File: src/hw/rtl/assert_macros.svh
// Assertion macros shared by the metaball potential RTL.
// No dependencies; synthesis builds define SYNTHESIS and get empty bodies.
`ifndef ASSERT_MACROS_SVH
`define ASSERT_MACROS_SVH
`ifndef SYNTHESIS
`define ASSERT_IMPLY(lbl, clk, rst_n, ante, cons) \
    lbl: assert property (@(posedge clk) disable iff (!rst_n) (ante) |-> (cons)) \
        else $error("implication check failed");
`define ASSERT_ALWAYS(lbl, clk, rst_n, expr) \
    lbl: assert property (@(posedge clk) disable iff (!rst_n) (expr)) \
        else $error("invariant check failed");
`else
`define ASSERT_IMPLY(lbl, clk, rst_n, ante, cons)
`define ASSERT_ALWAYS(lbl, clk, rst_n, expr)
`endif
`endif

File: src/hw/rtl/mpe_pkg.sv
// Widths and register indexes for the metaball potential evaluator.
// No dependencies; imported by every module of the block.
package mpe_pkg;

    localparam int COORD_W    = 14;
    localparam int RAD_W      = 6;
    localparam int POT_W      = 18;
    localparam int D2_W       = 2 * COORD_W + 1;
    localparam int ROOT_W     = (D2_W + 1) / 2;
    localparam int RR_W       = 2 * RAD_W;
    localparam int R3_W       = 3 * RAD_W;
    localparam int CFG_IDX_W  = 2;
    localparam int CFG_DATA_W = COORD_W;

    localparam logic [POT_W-1:0] POT_MAX = {POT_W{1'b1}};
    localparam logic [RAD_W-1:0] RADIUS_RESET = RAD_W'(20);

    localparam logic [CFG_IDX_W-1:0] CFG_CENTER_X = 2'd0;
    localparam logic [CFG_IDX_W-1:0] CFG_CENTER_Y = 2'd1;
    localparam logic [CFG_IDX_W-1:0] CFG_RADIUS   = 2'd2;

endpackage

File: src/hw/rtl/mpe_sqrt_pipe.sv
// Pipelined integer square root, one result bit per register stage.
// Depends on mpe_pkg for the radicand and root widths.
module mpe_sqrt_pipe
    import mpe_pkg::*;
#(
    parameter int SIDE_W = 1
)
(
    input  logic              clk,
    input  logic              rst_n,
    input  logic              in_valid,
    input  logic [D2_W-1:0]   radicand,
    input  logic [SIDE_W-1:0] in_side,
    output logic              out_valid,
    output logic [ROOT_W-1:0] root,
    output logic [SIDE_W-1:0] out_side
);

    localparam int REM_W = D2_W + 1;

    logic [ROOT_W-1:0] valid_reg;
    logic [D2_W-1:0]   rem_reg   [ROOT_W];
    logic [ROOT_W-1:0] root_reg  [ROOT_W];
    logic [SIDE_W-1:0] side_reg  [ROOT_W];
    logic [D2_W-1:0]   rem_in    [ROOT_W];
    logic [ROOT_W-1:0] root_in   [ROOT_W];
    logic [SIDE_W-1:0] side_in   [ROOT_W];
    logic [D2_W-1:0]   rem_next  [ROOT_W];
    logic [ROOT_W-1:0] root_next [ROOT_W];

    always_comb
    begin
        logic [REM_W-1:0] trial;
        logic [REM_W-1:0] rem_ext;
        rem_in[0]  = radicand;
        root_in[0] = '0;
        side_in[0] = in_side;
        for (int k = 1; k < ROOT_W; k++)
        begin
            rem_in[k]  = rem_reg[k-1];
            root_in[k] = root_reg[k-1];
            side_in[k] = side_reg[k-1];
        end
        for (int k = 0; k < ROOT_W; k++)
        begin
            trial   = (REM_W'(root_in[k]) << (ROOT_W - k))
                    | (REM_W'(1) << (2 * (ROOT_W - 1 - k)));
            rem_ext = REM_W'(rem_in[k]);
            if (rem_ext >= trial)
            begin
                rem_next[k]  = D2_W'(rem_ext - trial);
                root_next[k] = root_in[k] | (ROOT_W'(1) << (ROOT_W - 1 - k));
            end
            else
            begin
                rem_next[k]  = rem_in[k];
                root_next[k] = root_in[k];
            end
        end
    end

    always_ff @(posedge clk or negedge rst_n)
    begin
        if (!rst_n)
        begin
            valid_reg <= '0;
        end
        else
        begin
            valid_reg <= {valid_reg[ROOT_W-2:0], in_valid};
        end
    end

    always_ff @(posedge clk)
    begin
        for (int k = 0; k < ROOT_W; k++)
        begin
            rem_reg[k]  <= rem_next[k];
            root_reg[k] <= root_next[k];
            side_reg[k] <= side_in[k];
        end
    end

    assign out_valid = valid_reg[ROOT_W-1];
    assign root      = root_reg[ROOT_W-1];
    assign out_side  = side_reg[ROOT_W-1];

endmodule

File: src/hw/rtl/mpe_div_pipe.sv
// Pipelined restoring divider, one quotient bit per register stage.
// Depends on mpe_pkg and on assert_macros.svh for its checks.
`include "assert_macros.svh"
module mpe_div_pipe
    import mpe_pkg::*;
#(
    parameter int NUM_W  = 27,
    parameter int DEN_W  = 15,
    parameter int SIDE_W = 1
)
(
    input  logic              clk,
    input  logic              rst_n,
    input  logic              in_valid,
    input  logic [NUM_W-1:0]  numerator,
    input  logic [DEN_W-1:0]  denominator,
    input  logic [SIDE_W-1:0] in_side,
    output logic              out_valid,
    output logic [NUM_W-1:0]  quotient,
    output logic [DEN_W-1:0]  den_out,
    output logic [SIDE_W-1:0] out_side
);

    localparam int CHK_W = NUM_W + DEN_W;

    logic [NUM_W-1:0]  valid_reg;
    logic [DEN_W-1:0]  rem_reg   [NUM_W];
    logic [NUM_W-1:0]  quot_reg  [NUM_W];
    logic [NUM_W-1:0]  num_reg   [NUM_W];
    logic [DEN_W-1:0]  den_reg   [NUM_W];
    logic [SIDE_W-1:0] side_reg  [NUM_W];
    logic [DEN_W-1:0]  rem_in    [NUM_W];
    logic [NUM_W-1:0]  quot_in   [NUM_W];
    logic [NUM_W-1:0]  num_in    [NUM_W];
    logic [DEN_W-1:0]  den_in    [NUM_W];
    logic [SIDE_W-1:0] side_in   [NUM_W];
    logic [DEN_W-1:0]  rem_next  [NUM_W];
    logic [NUM_W-1:0]  quot_next [NUM_W];

    always_comb
    begin
        logic [DEN_W:0] part;
        rem_in[0]  = '0;
        quot_in[0] = '0;
        num_in[0]  = numerator;
        den_in[0]  = denominator;
        side_in[0] = in_side;
        for (int k = 1; k < NUM_W; k++)
        begin
            rem_in[k]  = rem_reg[k-1];
            quot_in[k] = quot_reg[k-1];
            num_in[k]  = num_reg[k-1];
            den_in[k]  = den_reg[k-1];
            side_in[k] = side_reg[k-1];
        end
        for (int k = 0; k < NUM_W; k++)
        begin
            part = {rem_in[k], num_in[k][NUM_W-1-k]};
            if (part >= {1'b0, den_in[k]})
            begin
                rem_next[k]  = DEN_W'(part - {1'b0, den_in[k]});
                quot_next[k] = quot_in[k] | (NUM_W'(1) << (NUM_W - 1 - k));
            end
            else
            begin
                rem_next[k]  = part[DEN_W-1:0];
                quot_next[k] = quot_in[k];
            end
        end
    end

    always_ff @(posedge clk or negedge rst_n)
    begin
        if (!rst_n)
        begin
            valid_reg <= '0;
        end
        else
        begin
            valid_reg <= {valid_reg[NUM_W-2:0], in_valid};
        end
    end

    always_ff @(posedge clk)
    begin
        for (int k = 0; k < NUM_W; k++)
        begin
            rem_reg[k]  <= rem_next[k];
            quot_reg[k] <= quot_next[k];
            num_reg[k]  <= num_in[k];
            den_reg[k]  <= den_in[k];
            side_reg[k] <= side_in[k];
        end
    end

    assign out_valid = valid_reg[NUM_W-1];
    assign quotient  = quot_reg[NUM_W-1];
    assign den_out   = den_reg[NUM_W-1];
    assign out_side  = side_reg[NUM_W-1];

    `ASSERT_IMPLY(a_div_exact, clk, rst_n, out_valid && den_out != '0, (CHK_W'(quotient) * CHK_W'(den_out) + CHK_W'(rem_reg[NUM_W-1])) == CHK_W'(num_reg[NUM_W-1]))
    `ASSERT_IMPLY(a_div_rem_small, clk, rst_n, out_valid && den_out != '0, rem_reg[NUM_W-1] < den_out)

endmodule

File: src/hw/rtl/metaball_potential_eval.sv
// Top level of the metaball potential evaluator: distance, square root, divide.
// Depends on mpe_pkg, mpe_sqrt_pipe, mpe_div_pipe and assert_macros.svh.
//
//   Channel   Handshake            Payload
//   query     start / busy         query_x, query_y
//   config    wr_en                wr_index, wr_data
//   result    result_valid strobe  potential, inside_ball
//
// A query point is taken in every cycle; busy is always low.
// Each result passes from its beat through the front registers s1 to s4, the
// one-bit-per-stage square root and divider pipelines and the output register.
// Reset clears the valid bits and loads the ball defaults.
// The result side has no back pressure, so the pipeline never stalls.
`include "assert_macros.svh"
module metaball_potential_eval
    import mpe_pkg::*;
#(
    parameter int FRAC_BITS = 4
)
(
    input  logic                  clk,
    input  logic                  rst_n,
    input  logic                  start,
    output logic                  busy,
    input  logic [COORD_W-1:0]    query_x,
    input  logic [COORD_W-1:0]    query_y,
    input  logic                  wr_en,
    input  logic [CFG_IDX_W-1:0]  wr_index,
    input  logic [CFG_DATA_W-1:0] wr_data,
    output logic                  result_valid,
    output logic [POT_W-1:0]      potential,
    output logic                  inside_ball
);

    localparam int NUM_W  = R3_W + 1 + 2 * FRAC_BITS;
    localparam int EXT_W  = D2_W + 1 + 2 * FRAC_BITS;
    localparam int SIDE_W = POT_W + 1;
    localparam int LAT    = 5 + ROOT_W + NUM_W;

    logic [COORD_W-1:0] center_x_reg;
    logic [COORD_W-1:0] center_y_reg;
    logic [RAD_W-1:0]   radius_reg;

    logic                      s1_valid_reg;
    logic signed [COORD_W:0]   s1_dx_reg;
    logic signed [COORD_W:0]   s1_dy_reg;
    logic [RAD_W-1:0]          s1_r_reg;
    logic                      s2_valid_reg;
    logic [2*COORD_W-1:0]      s2_dx2_reg;
    logic [2*COORD_W-1:0]      s2_dy2_reg;
    logic [RR_W-1:0]           s2_rr_reg;
    logic [RAD_W-1:0]          s2_r_reg;
    logic                      s3_valid_reg;
    logic [D2_W-1:0]           s3_d2_reg;
    logic [RR_W-1:0]           s3_rr_reg;
    logic [R3_W-1:0]           s3_r3_reg;
    logic                      s4_valid_reg;
    logic [D2_W-1:0]           s4_d2_reg;
    logic [NUM_W-1:0]          s4_num_reg;
    logic [SIDE_W-1:0]         s4_side_reg;

    logic signed [2*COORD_W+1:0] dx_sq;
    logic signed [2*COORD_W+1:0] dy_sq;
    logic [EXT_W-1:0]  r2_ext;
    logic [EXT_W-1:0]  d2_ext;
    logic [EXT_W-1:0]  pin_ext;
    logic [POT_W-1:0]  pin_sat;
    logic              inside_next;

    logic                      sq_valid;
    logic [ROOT_W-1:0]         sq_root;
    logic [NUM_W+SIDE_W-1:0]   sq_side;
    logic                      dv_valid;
    logic [NUM_W-1:0]          dv_quot;
    logic [ROOT_W-1:0]         dv_den;
    logic [SIDE_W-1:0]         dv_side;

    logic              result_valid_reg;
    logic [POT_W-1:0]  potential_reg;
    logic              inside_reg;
    logic [POT_W-1:0]  potential_next;

    assign busy = 1'b0;

    always_ff @(posedge clk or negedge rst_n)
    begin
        if (!rst_n)
        begin
            center_x_reg <= '0;
            center_y_reg <= '0;
            radius_reg   <= RADIUS_RESET;
        end
        else if (wr_en)
        begin
            unique case (wr_index)
                CFG_CENTER_X: center_x_reg <= wr_data[COORD_W-1:0];
                CFG_CENTER_Y: center_y_reg <= wr_data[COORD_W-1:0];
                CFG_RADIUS:   radius_reg   <= wr_data[RAD_W-1:0];
                default:      ;
            endcase
        end
    end

    assign dx_sq = s1_dx_reg * s1_dx_reg;
    assign dy_sq = s1_dy_reg * s1_dy_reg;

    always_comb
    begin
        r2_ext      = EXT_W'(s3_rr_reg) << (2 * FRAC_BITS);
        d2_ext      = EXT_W'(s3_d2_reg);
        inside_next = d2_ext < r2_ext;
        pin_ext     = ((r2_ext << 1) + r2_ext - d2_ext) >> FRAC_BITS;
        pin_sat     = (pin_ext > EXT_W'(POT_MAX)) ? POT_MAX : pin_ext[POT_W-1:0];
    end

    always_ff @(posedge clk or negedge rst_n)
    begin
        if (!rst_n)
        begin
            s1_valid_reg     <= 1'b0;
            s2_valid_reg     <= 1'b0;
            s3_valid_reg     <= 1'b0;
            s4_valid_reg     <= 1'b0;
            result_valid_reg <= 1'b0;
        end
        else
        begin
            s1_valid_reg     <= start && !busy;
            s2_valid_reg     <= s1_valid_reg;
            s3_valid_reg     <= s2_valid_reg;
            s4_valid_reg     <= s3_valid_reg;
            result_valid_reg <= dv_valid;
        end
    end

    always_ff @(posedge clk)
    begin
        s1_dx_reg   <= $signed({1'b0, query_x}) - $signed({1'b0, center_x_reg});
        s1_dy_reg   <= $signed({1'b0, query_y}) - $signed({1'b0, center_y_reg});
        s1_r_reg    <= radius_reg;
        s2_dx2_reg  <= dx_sq[2*COORD_W-1:0];
        s2_dy2_reg  <= dy_sq[2*COORD_W-1:0];
        s2_rr_reg   <= RR_W'(s1_r_reg) * RR_W'(s1_r_reg);
        s2_r_reg    <= s1_r_reg;
        s3_d2_reg   <= D2_W'(s2_dx2_reg) + D2_W'(s2_dy2_reg);
        s3_rr_reg   <= s2_rr_reg;
        s3_r3_reg   <= R3_W'(s2_rr_reg) * R3_W'(s2_r_reg);
        s4_d2_reg   <= s3_d2_reg;
        s4_num_reg  <= NUM_W'(s3_r3_reg) << (2 * FRAC_BITS + 1);
        s4_side_reg <= {inside_next, pin_sat};
    end

    mpe_sqrt_pipe #(
        .SIDE_W (NUM_W + SIDE_W)
    ) u_sqrt (
        .clk       (clk),
        .rst_n     (rst_n),
        .in_valid  (s4_valid_reg),
        .radicand  (s4_d2_reg),
        .in_side   ({s4_num_reg, s4_side_reg}),
        .out_valid (sq_valid),
        .root      (sq_root),
        .out_side  (sq_side)
    );

    mpe_div_pipe #(
        .NUM_W  (NUM_W),
        .DEN_W  (ROOT_W),
        .SIDE_W (SIDE_W)
    ) u_div (
        .clk         (clk),
        .rst_n       (rst_n),
        .in_valid    (sq_valid),
        .numerator   (sq_side[NUM_W+SIDE_W-1:SIDE_W]),
        .denominator (sq_root),
        .in_side     (sq_side[SIDE_W-1:0]),
        .out_valid   (dv_valid),
        .quotient    (dv_quot),
        .den_out     (dv_den),
        .out_side    (dv_side)
    );

    always_comb
    begin
        if (dv_side[POT_W])
        begin
            potential_next = dv_side[POT_W-1:0];
        end
        else if (dv_den == '0)
        begin
            potential_next = '0;
        end
        else if (dv_quot > NUM_W'(POT_MAX))
        begin
            potential_next = POT_MAX;
        end
        else
        begin
            potential_next = dv_quot[POT_W-1:0];
        end
    end

    always_ff @(posedge clk)
    begin
        potential_reg <= potential_next;
        inside_reg    <= dv_side[POT_W];
    end

    assign result_valid = result_valid_reg;
    assign potential    = potential_reg;
    assign inside_ball  = inside_reg;

    `ASSERT_ALWAYS(a_result_latency, clk, rst_n, result_valid == $past(start && !busy && rst_n, LAT))
    `ASSERT_IMPLY(a_inside_nonzero, clk, rst_n, result_valid && inside_ball, potential != '0)

endmodule
File: config.mk
export PLATFORM = sky130hd
export DESIGN_NAME = metaball_potential_eval
export DESIGN_NICKNAME = d
export VERILOG_FILES = /design/src/hw/rtl/mpe_pkg.sv /design/src/hw/rtl/mpe_sqrt_pipe.sv /design/src/hw/rtl/mpe_div_pipe.sv /design/src/hw/rtl/metaball_potential_eval.sv
export VERILOG_INCLUDE_DIRS = /design/src /design/src/hw/rtl
export SDC_FILE = /design/constraint.sdc
export NUM_CORES = 2
export LEC_CHECK = 0
export BUFFER_PORTS_ARGS = -buffer_cell sky130_fd_sc_hd__clkbuf_2
export CAP_MARGIN = 20
export CORE_AREA = 2 2 715 717
export DETAILED_ROUTE_END_ITERATION = 16
export DIE_AREA = 0 0 717 719
export PLACE_DENSITY_LB_ADDON = 0.1
export SKIP_LAST_GASP = 1
export SLEW_MARGIN = 20
export SYNTH_ARGS = -nofsm -noshare
export SYNTH_HDL_FRONTEND = slang
export SYNTH_HIERARCHICAL = 1
export SYNTH_MEMORY_MAX_BITS = 65536
export SYNTH_SLANG_ARGS = --single-unit
File: constraint.sdc
create_clock -name clk -period 15.45 [get_ports clk]
set_input_delay 2.3175 -clock clk [delete_from_list [all_inputs] [get_ports clk]]
set_output_delay 2.3175 -clock clk [all_outputs]
set_load 0.1 [all_outputs]
# After elaboration in Yosys (flattened, before gate mapping)
# Memory sizes are Yosys's and may differ from the RTL's.
# Index checks and enable logic that the tools add are counted.
# word_totals
register_bits	335
ram_bits	4131
out_inout_bits	21
word_cells	224
mem_count	8
# mem_list
memory	words	width	rd	rd_ports_with_merged_regs	wr	line_no	source
u_div.num_reg	27	27	26	0	27	mpe_div_pipe.sv:29	logic [NUM_W-1:0] num_reg [NUM_W];
u_div.quot_reg	27	27	27	0	27	mpe_div_pipe.sv:28	logic [NUM_W-1:0] quot_reg [NUM_W];
u_sqrt.side_reg	15	46	15	0	15	mpe_sqrt_pipe.sv:24	logic [SIDE_W-1:0] side_reg [ROOT_W];
u_div.side_reg	27	19	27	0	27	mpe_div_pipe.sv:31	logic [SIDE_W-1:0] side_reg [NUM_W];
u_sqrt.rem_reg	15	29	14	0	15	mpe_sqrt_pipe.sv:22	logic [D2_W-1:0] rem_reg [ROOT_W];
u_div.den_reg	27	15	27	0	27	mpe_div_pipe.sv:30	logic [DEN_W-1:0] den_reg [NUM_W];
2 more memories	n/a	n/a	n/a	n/a	n/a	n/a	
# op_classes
addsub	47
multipliers	4
magnitude_cmp	45
n_eq_ne	2
n_mux	87
n_reduce_logical	5
# op_table
operator	count
15-bit 2-to-1 mux	29
29-bit 2-to-1 mux	15
16-bit by 15-bit >= comparator with 1-bit output	26
15-bit subtractor	26
18-bit 2-to-1 mux	4
15-bit by 15-bit multiplier with 28-bit output	2
34-bit by 18-bit greater-than comparator with 1-bit output (second input constant)	1
14-bit by 14-bit subtractor with 15-bit output	2
22-bit by 29-bit subtractor with 30-bit output	1
28-bit by 28-bit adder with 29-bit output	1
29-bit by 16-bit >= comparator with 1-bit output	1
29-bit by 17-bit >= comparator with 1-bit output	1
29-bit by 18-bit >= comparator with 1-bit output	1
29-bit by 19-bit >= comparator with 1-bit output	1
29-bit by 20-bit >= comparator with 1-bit output	1
29-bit by 21-bit >= comparator with 1-bit output	1
29-bit by 22-bit >= comparator with 1-bit output	1
29-bit by 23-bit >= comparator with 1-bit output	1
29-bit by 24-bit >= comparator with 1-bit output	1
29-bit by 25-bit >= comparator with 1-bit output	1
29-bit by 26-bit >= comparator with 1-bit output	1
29-bit by 27-bit >= comparator with 1-bit output	1
29-bit by 28-bit >= comparator with 1-bit output	1
29-bit >= comparator	1
53 further kinds	69

# Longest topological paths before layout
# An unclocked memory read counts as a cell.
# logic_depth
word_depth	5
ltp_mapped	25
ltp_nobuf	23

# Cells and area by module
# Netlist, hierarchy kept.
# modules_own_cells
module	n_inst	cells_each	area_per_inst_um2	seq_area_each_um2
mpe_div_pipe	1	5540	65695.5	41454.8
mpe_sqrt_pipe	1	2572	33517.1	24718.7
metaball_potential_eval	1	2826	27448.8	5943.2

# Worst setup path after synthesis
# Ideal clock, no wire load.
# synth_path
path_type	register to register
from	reg s1_dx_reg[0]
to	reg s2_dx2_reg[27]
setup_ns	0.072
t_arrival_ns	6.333
path_slack_ns	9.045
stages_incl_launch_ff	23
n_path_buf	1
synth_period_minus_slack_ns	6.405
cell_sequence	dfxtp_1 > clkbuf_1 > nand2_1 > inv_1 > fa_1 > fa_1 > inv_1 > fa_1 > inv_1 > fa_1 > fa_1 > inv_1 > fa_1 > inv_1 > ha_1 > and4_1 > and3b_1 > a32oi_1 > o21ai_2 > o41ai_4 > o2111ai_1 > a21oi_1 > xnor2_1
# synth_via
elab_chain_len	1
# synth_lines
item	line_no	source
start: declaration	metaball_potential_eval.sv:45	logic signed [COORD_W:0] s1_dx_reg;
start signal: assignment	metaball_potential_eval.sv:138	s1_dx_reg <= $signed({1'b0, query_x}) - $signed({1'b0, center_x_reg});
15-bit by 15-bit multiplier with 28-bit output	metaball_potential_eval.sv:104	assign dx_sq = s1_dx_reg * s1_dx_reg;
net dx_sq[27]	metaball_potential_eval.sv:62	logic signed [2*COORD_W+1:0] dx_sq;
end signal: assignment	metaball_potential_eval.sv:141	s2_dx2_reg <= dx_sq[2*COORD_W-1:0];
end: declaration	metaball_potential_eval.sv:49	logic [2*COORD_W-1:0] s2_dx2_reg;
# The timed path passes the listed nets, and every way through them passes these cells.
# A chain may end at the register's enable or synchronous reset.

# Worst setup path after layout
# Same ends and word-level chain as after synthesis.

==> results.json <==
{
  "status": "complete, no violations",
  "die_y_um": 719,
  "dp_slack_ns": 8.21,
  "fin_crit_sh": 0.465,
  "area_delta_synth_final_pct": 17.6,
  "cts-buffers-inserted": 395,
  "slew_violations": 0,
  "fin_skew_ns": 0.0690,
  "ioPinCount": 69,
  "core-area_sq_mm": 0.508,
  "grt_pass1_wl_um": 427000,
  "ant_nets": 0,
  "yosysSeqAreaShare": 0.569,
  "row_count": 262,
  "tightest_slew_ns": 1.05,
  "fin_crit_ns": 7.18,
  "ys_ff_latch": 3582,
  "min_path_cells": 0,
  "hp-start": "u_div/quot_reg[1][68]",
  "grt_max_degree": 82,
  "antenna_found_initial": 13,
  "synth_ff_type": "dfxtp_1",
  "ff2ff_setup_slack_ns": 8.27,
  "routedWlPerCell_um": 14.6,
  "rr_worst_depth": 21,
  "post_cts_buffers": 0,
  "cap_violations": 0,
  "avgSynthCellArea_sq_um": 11.6,
  "multi_input_area_sq_mm": 0.0489,
  "nFillCells": 51550,
  "grt_pass1_vias": 76242,
  "gp_congestion": 0.799,
  "clk_path_buf_depth": 4,
  "root_buffer": "clkbuf_16",
  "rsz0062_at_grt": "no",
  "reg2reg_to": "s2_dx2_reg[27]",
  "post_cts.resized_instances": 0,
  "start_kind": "register",
  "worst_setup_path_end_kind": "register",
  "cts_tree": "done",
  "fin_tns_setup_ns": 0,
  "drive_above_1_share": 0.101,
  "hold_viol": 0,
  "grt.total_usage": 0.103,
  "start_util": 0.249,
  "num_vias": 73530,
  "fin_ws_ns": 8.27,
  "path_max_fanout": 17,
  "synth_top_area_cell": "dfxtp_1",
  "cts_sinks": 3582,
  "cts_max_level": 5,
  "yosysWarnings": 6,
  "drt_wl_total_um": 268000,
  "ff_latch_area_sq_mm": 0.0721,
  "synth_common_cells": "3501 x dfxtp_1, 1344 x inv_1, 802 x ha_1, 540 x nand2_1, 523 x nor2_1",
  "finalSetupViolCount": 0,
  "overflow": 0,
  "clock_latency_ns": 0.98,
  "drc_errors": 0,
  "critPathRequiredTime_ns": 16.31,
  "hp-class": "register to register",
  "drt-initial-drc-count": 3281,
  "async_flop_share": 0.0226,
  "synth_cell_types": 115,
  "largest_reg_flops": 690,
  "post-route-util": 0.293,
  "netlist.area_leader.share": 0.553,
  "synth_edf_count": 0,
  "clkTransAtPathRegs_ns": 0.06,
  "relSlewSlack": 0.298,
  "min_to": "u_div/quot_reg[1][95]",
  "syn_inst": 10938,
  "worstReg2RegStart": "s1_dx_reg[0]",
  "synth_area_sq_mm": 0.127,
  "hpwl_um": 201000,
  "fp.dieW_um": 717,
  "firstDrtPassIters": 6,
  "synth.most_common_cell": "dfxtp_1",
  "max_freq_mhz": 139,
  "fp.dieArea_sq_mm": 0.516,
  "arrival_ns": 8.04,
  "routed_via_density": 4.01,
  "synthTopCellsByArea": "dfxtp_1 55%, ha_1 7.9%, fa_1 7.3%",
  "hold_buffers": 0,
  "io_buffers": 67,
  "crit_type": "register to register",
  "final_nets": 12583
}
[logic make-up (layout without fill, tap and decap cells)]
| logic type | Yosys count | in the layout | synth area share |
|---|---|---|---|
| adders and majority gates | 1261 | 1261 | 0.152 |
| xor gates and xnor gates | 550 | 550 | 0.0382 |
| and+or+nand+nor | 2082 | 2082 | 0.0812 |
| buffers and inverters | 1508 | 2155 | 0.0457 |
| DFF | 3582 | 3582 | 0.569 |
| AOI/OAI and AO/OA | 1614 | 1614 | 0.0840 |
| muxes | 338 | 338 | 0.0297 |
| other | 3 | 22 | 0.0000889 |
[critical path, stage by stage, from the launching register on]
cell	delay, ns
dfxtp_1	0.72
nand2_1	0.20
inv_1	0.18
fa_1	0.56
fa_1	0.81
inv_1	0.24
fa_1	0.58
inv_1	0.05
fa_1	0.47
fa_1	0.56
inv_1	0.06
fa_1	0.54
inv_1	0.05
ha_1	0.36
and4_1	0.28
and3b_1	0.18
a32oi_1	0.18
o21ai_2	0.14
o41ai_4	0.40
o2111ai_1	0.18
a21oi_1	0.20
xnor2_1	0.13
[layout by cell type, fill, tap and decap left out, drive strengths merged, types with 84 or more instances in the layout]
cell type | netlist | final
dfxtp | 3501 | 3501
inv | 1346 | 1365
ha | 802 | 802
clkbuf | 132 | 596
nand2 | 551 | 551
nor2 | 524 | 524
fa | 459 | 459
a21oi | 437 | 437
o21ai | 384 | 384
xnor2 | 330 | 330
mux2 | 292 | 292
xor2 | 218 | 218
nor3 | 161 | 161
and2 | 148 | 148
nand3 | 142 | 142
a21o | 130 | 130
o21a | 127 | 127
nand2b | 111 | 111
nor2b | 111 | 111
clkinv | 0 | 84
[final cells by class]
type	instances	area share
repair buffers	91	0.00350
multi-input cells	5858	0.328
inverters	1346	0.0339
clock buffers	530	0.0755
diodes	9	0.000151
flip-flops and latches	3582	0.484
clock inverters	188	0.0180
well taps	6732	0.0566
[how the worst max path moves through the flow]
stage	slack, ns	start	to
after floorplan	9.04	s1_dx_reg[0]	s2_dx2_reg[27]
after global placement	8.17	s1_dx_reg[0]	s2_dx2_reg[27]
after detailed placement	8.21	s1_dx_reg[0]	s2_dx2_reg[27]
after CTS	8.13	s1_dx_reg[0]	s2_dx2_reg[27]
after global routing	7.80	s1_dx_reg[0]	s2_dx2_reg[27]
final	8.27	s1_dx_reg[0]	s2_dx2_reg[27]
[per-layer routing]
metal,vias to the layer above,share of wire,GRT usage
met2,1198,0.44,0.163
met3,451,0.043,0.0176
met5,-,0,0
met1,35021,0.49,0.143
li1,36860,-,-
met4,0,0.026,0.0295
[stage by stage]
step	hold WS [ns]	cells	cell area, sq um
2_1_floorplan	0.310	10948	127000
3_3_place_gp	0.310	17609	135000
3_5_place_dp	0.312	17609	135000
4_1_cts	0.276	18327	149000
5_1_grt	0.277	18328	149000
6_report	0.271	18336	149000
Power is left out: the tool's default activity adds up to more than one toggle a clock period on the data nets, which glitch-free logic cannot reach.
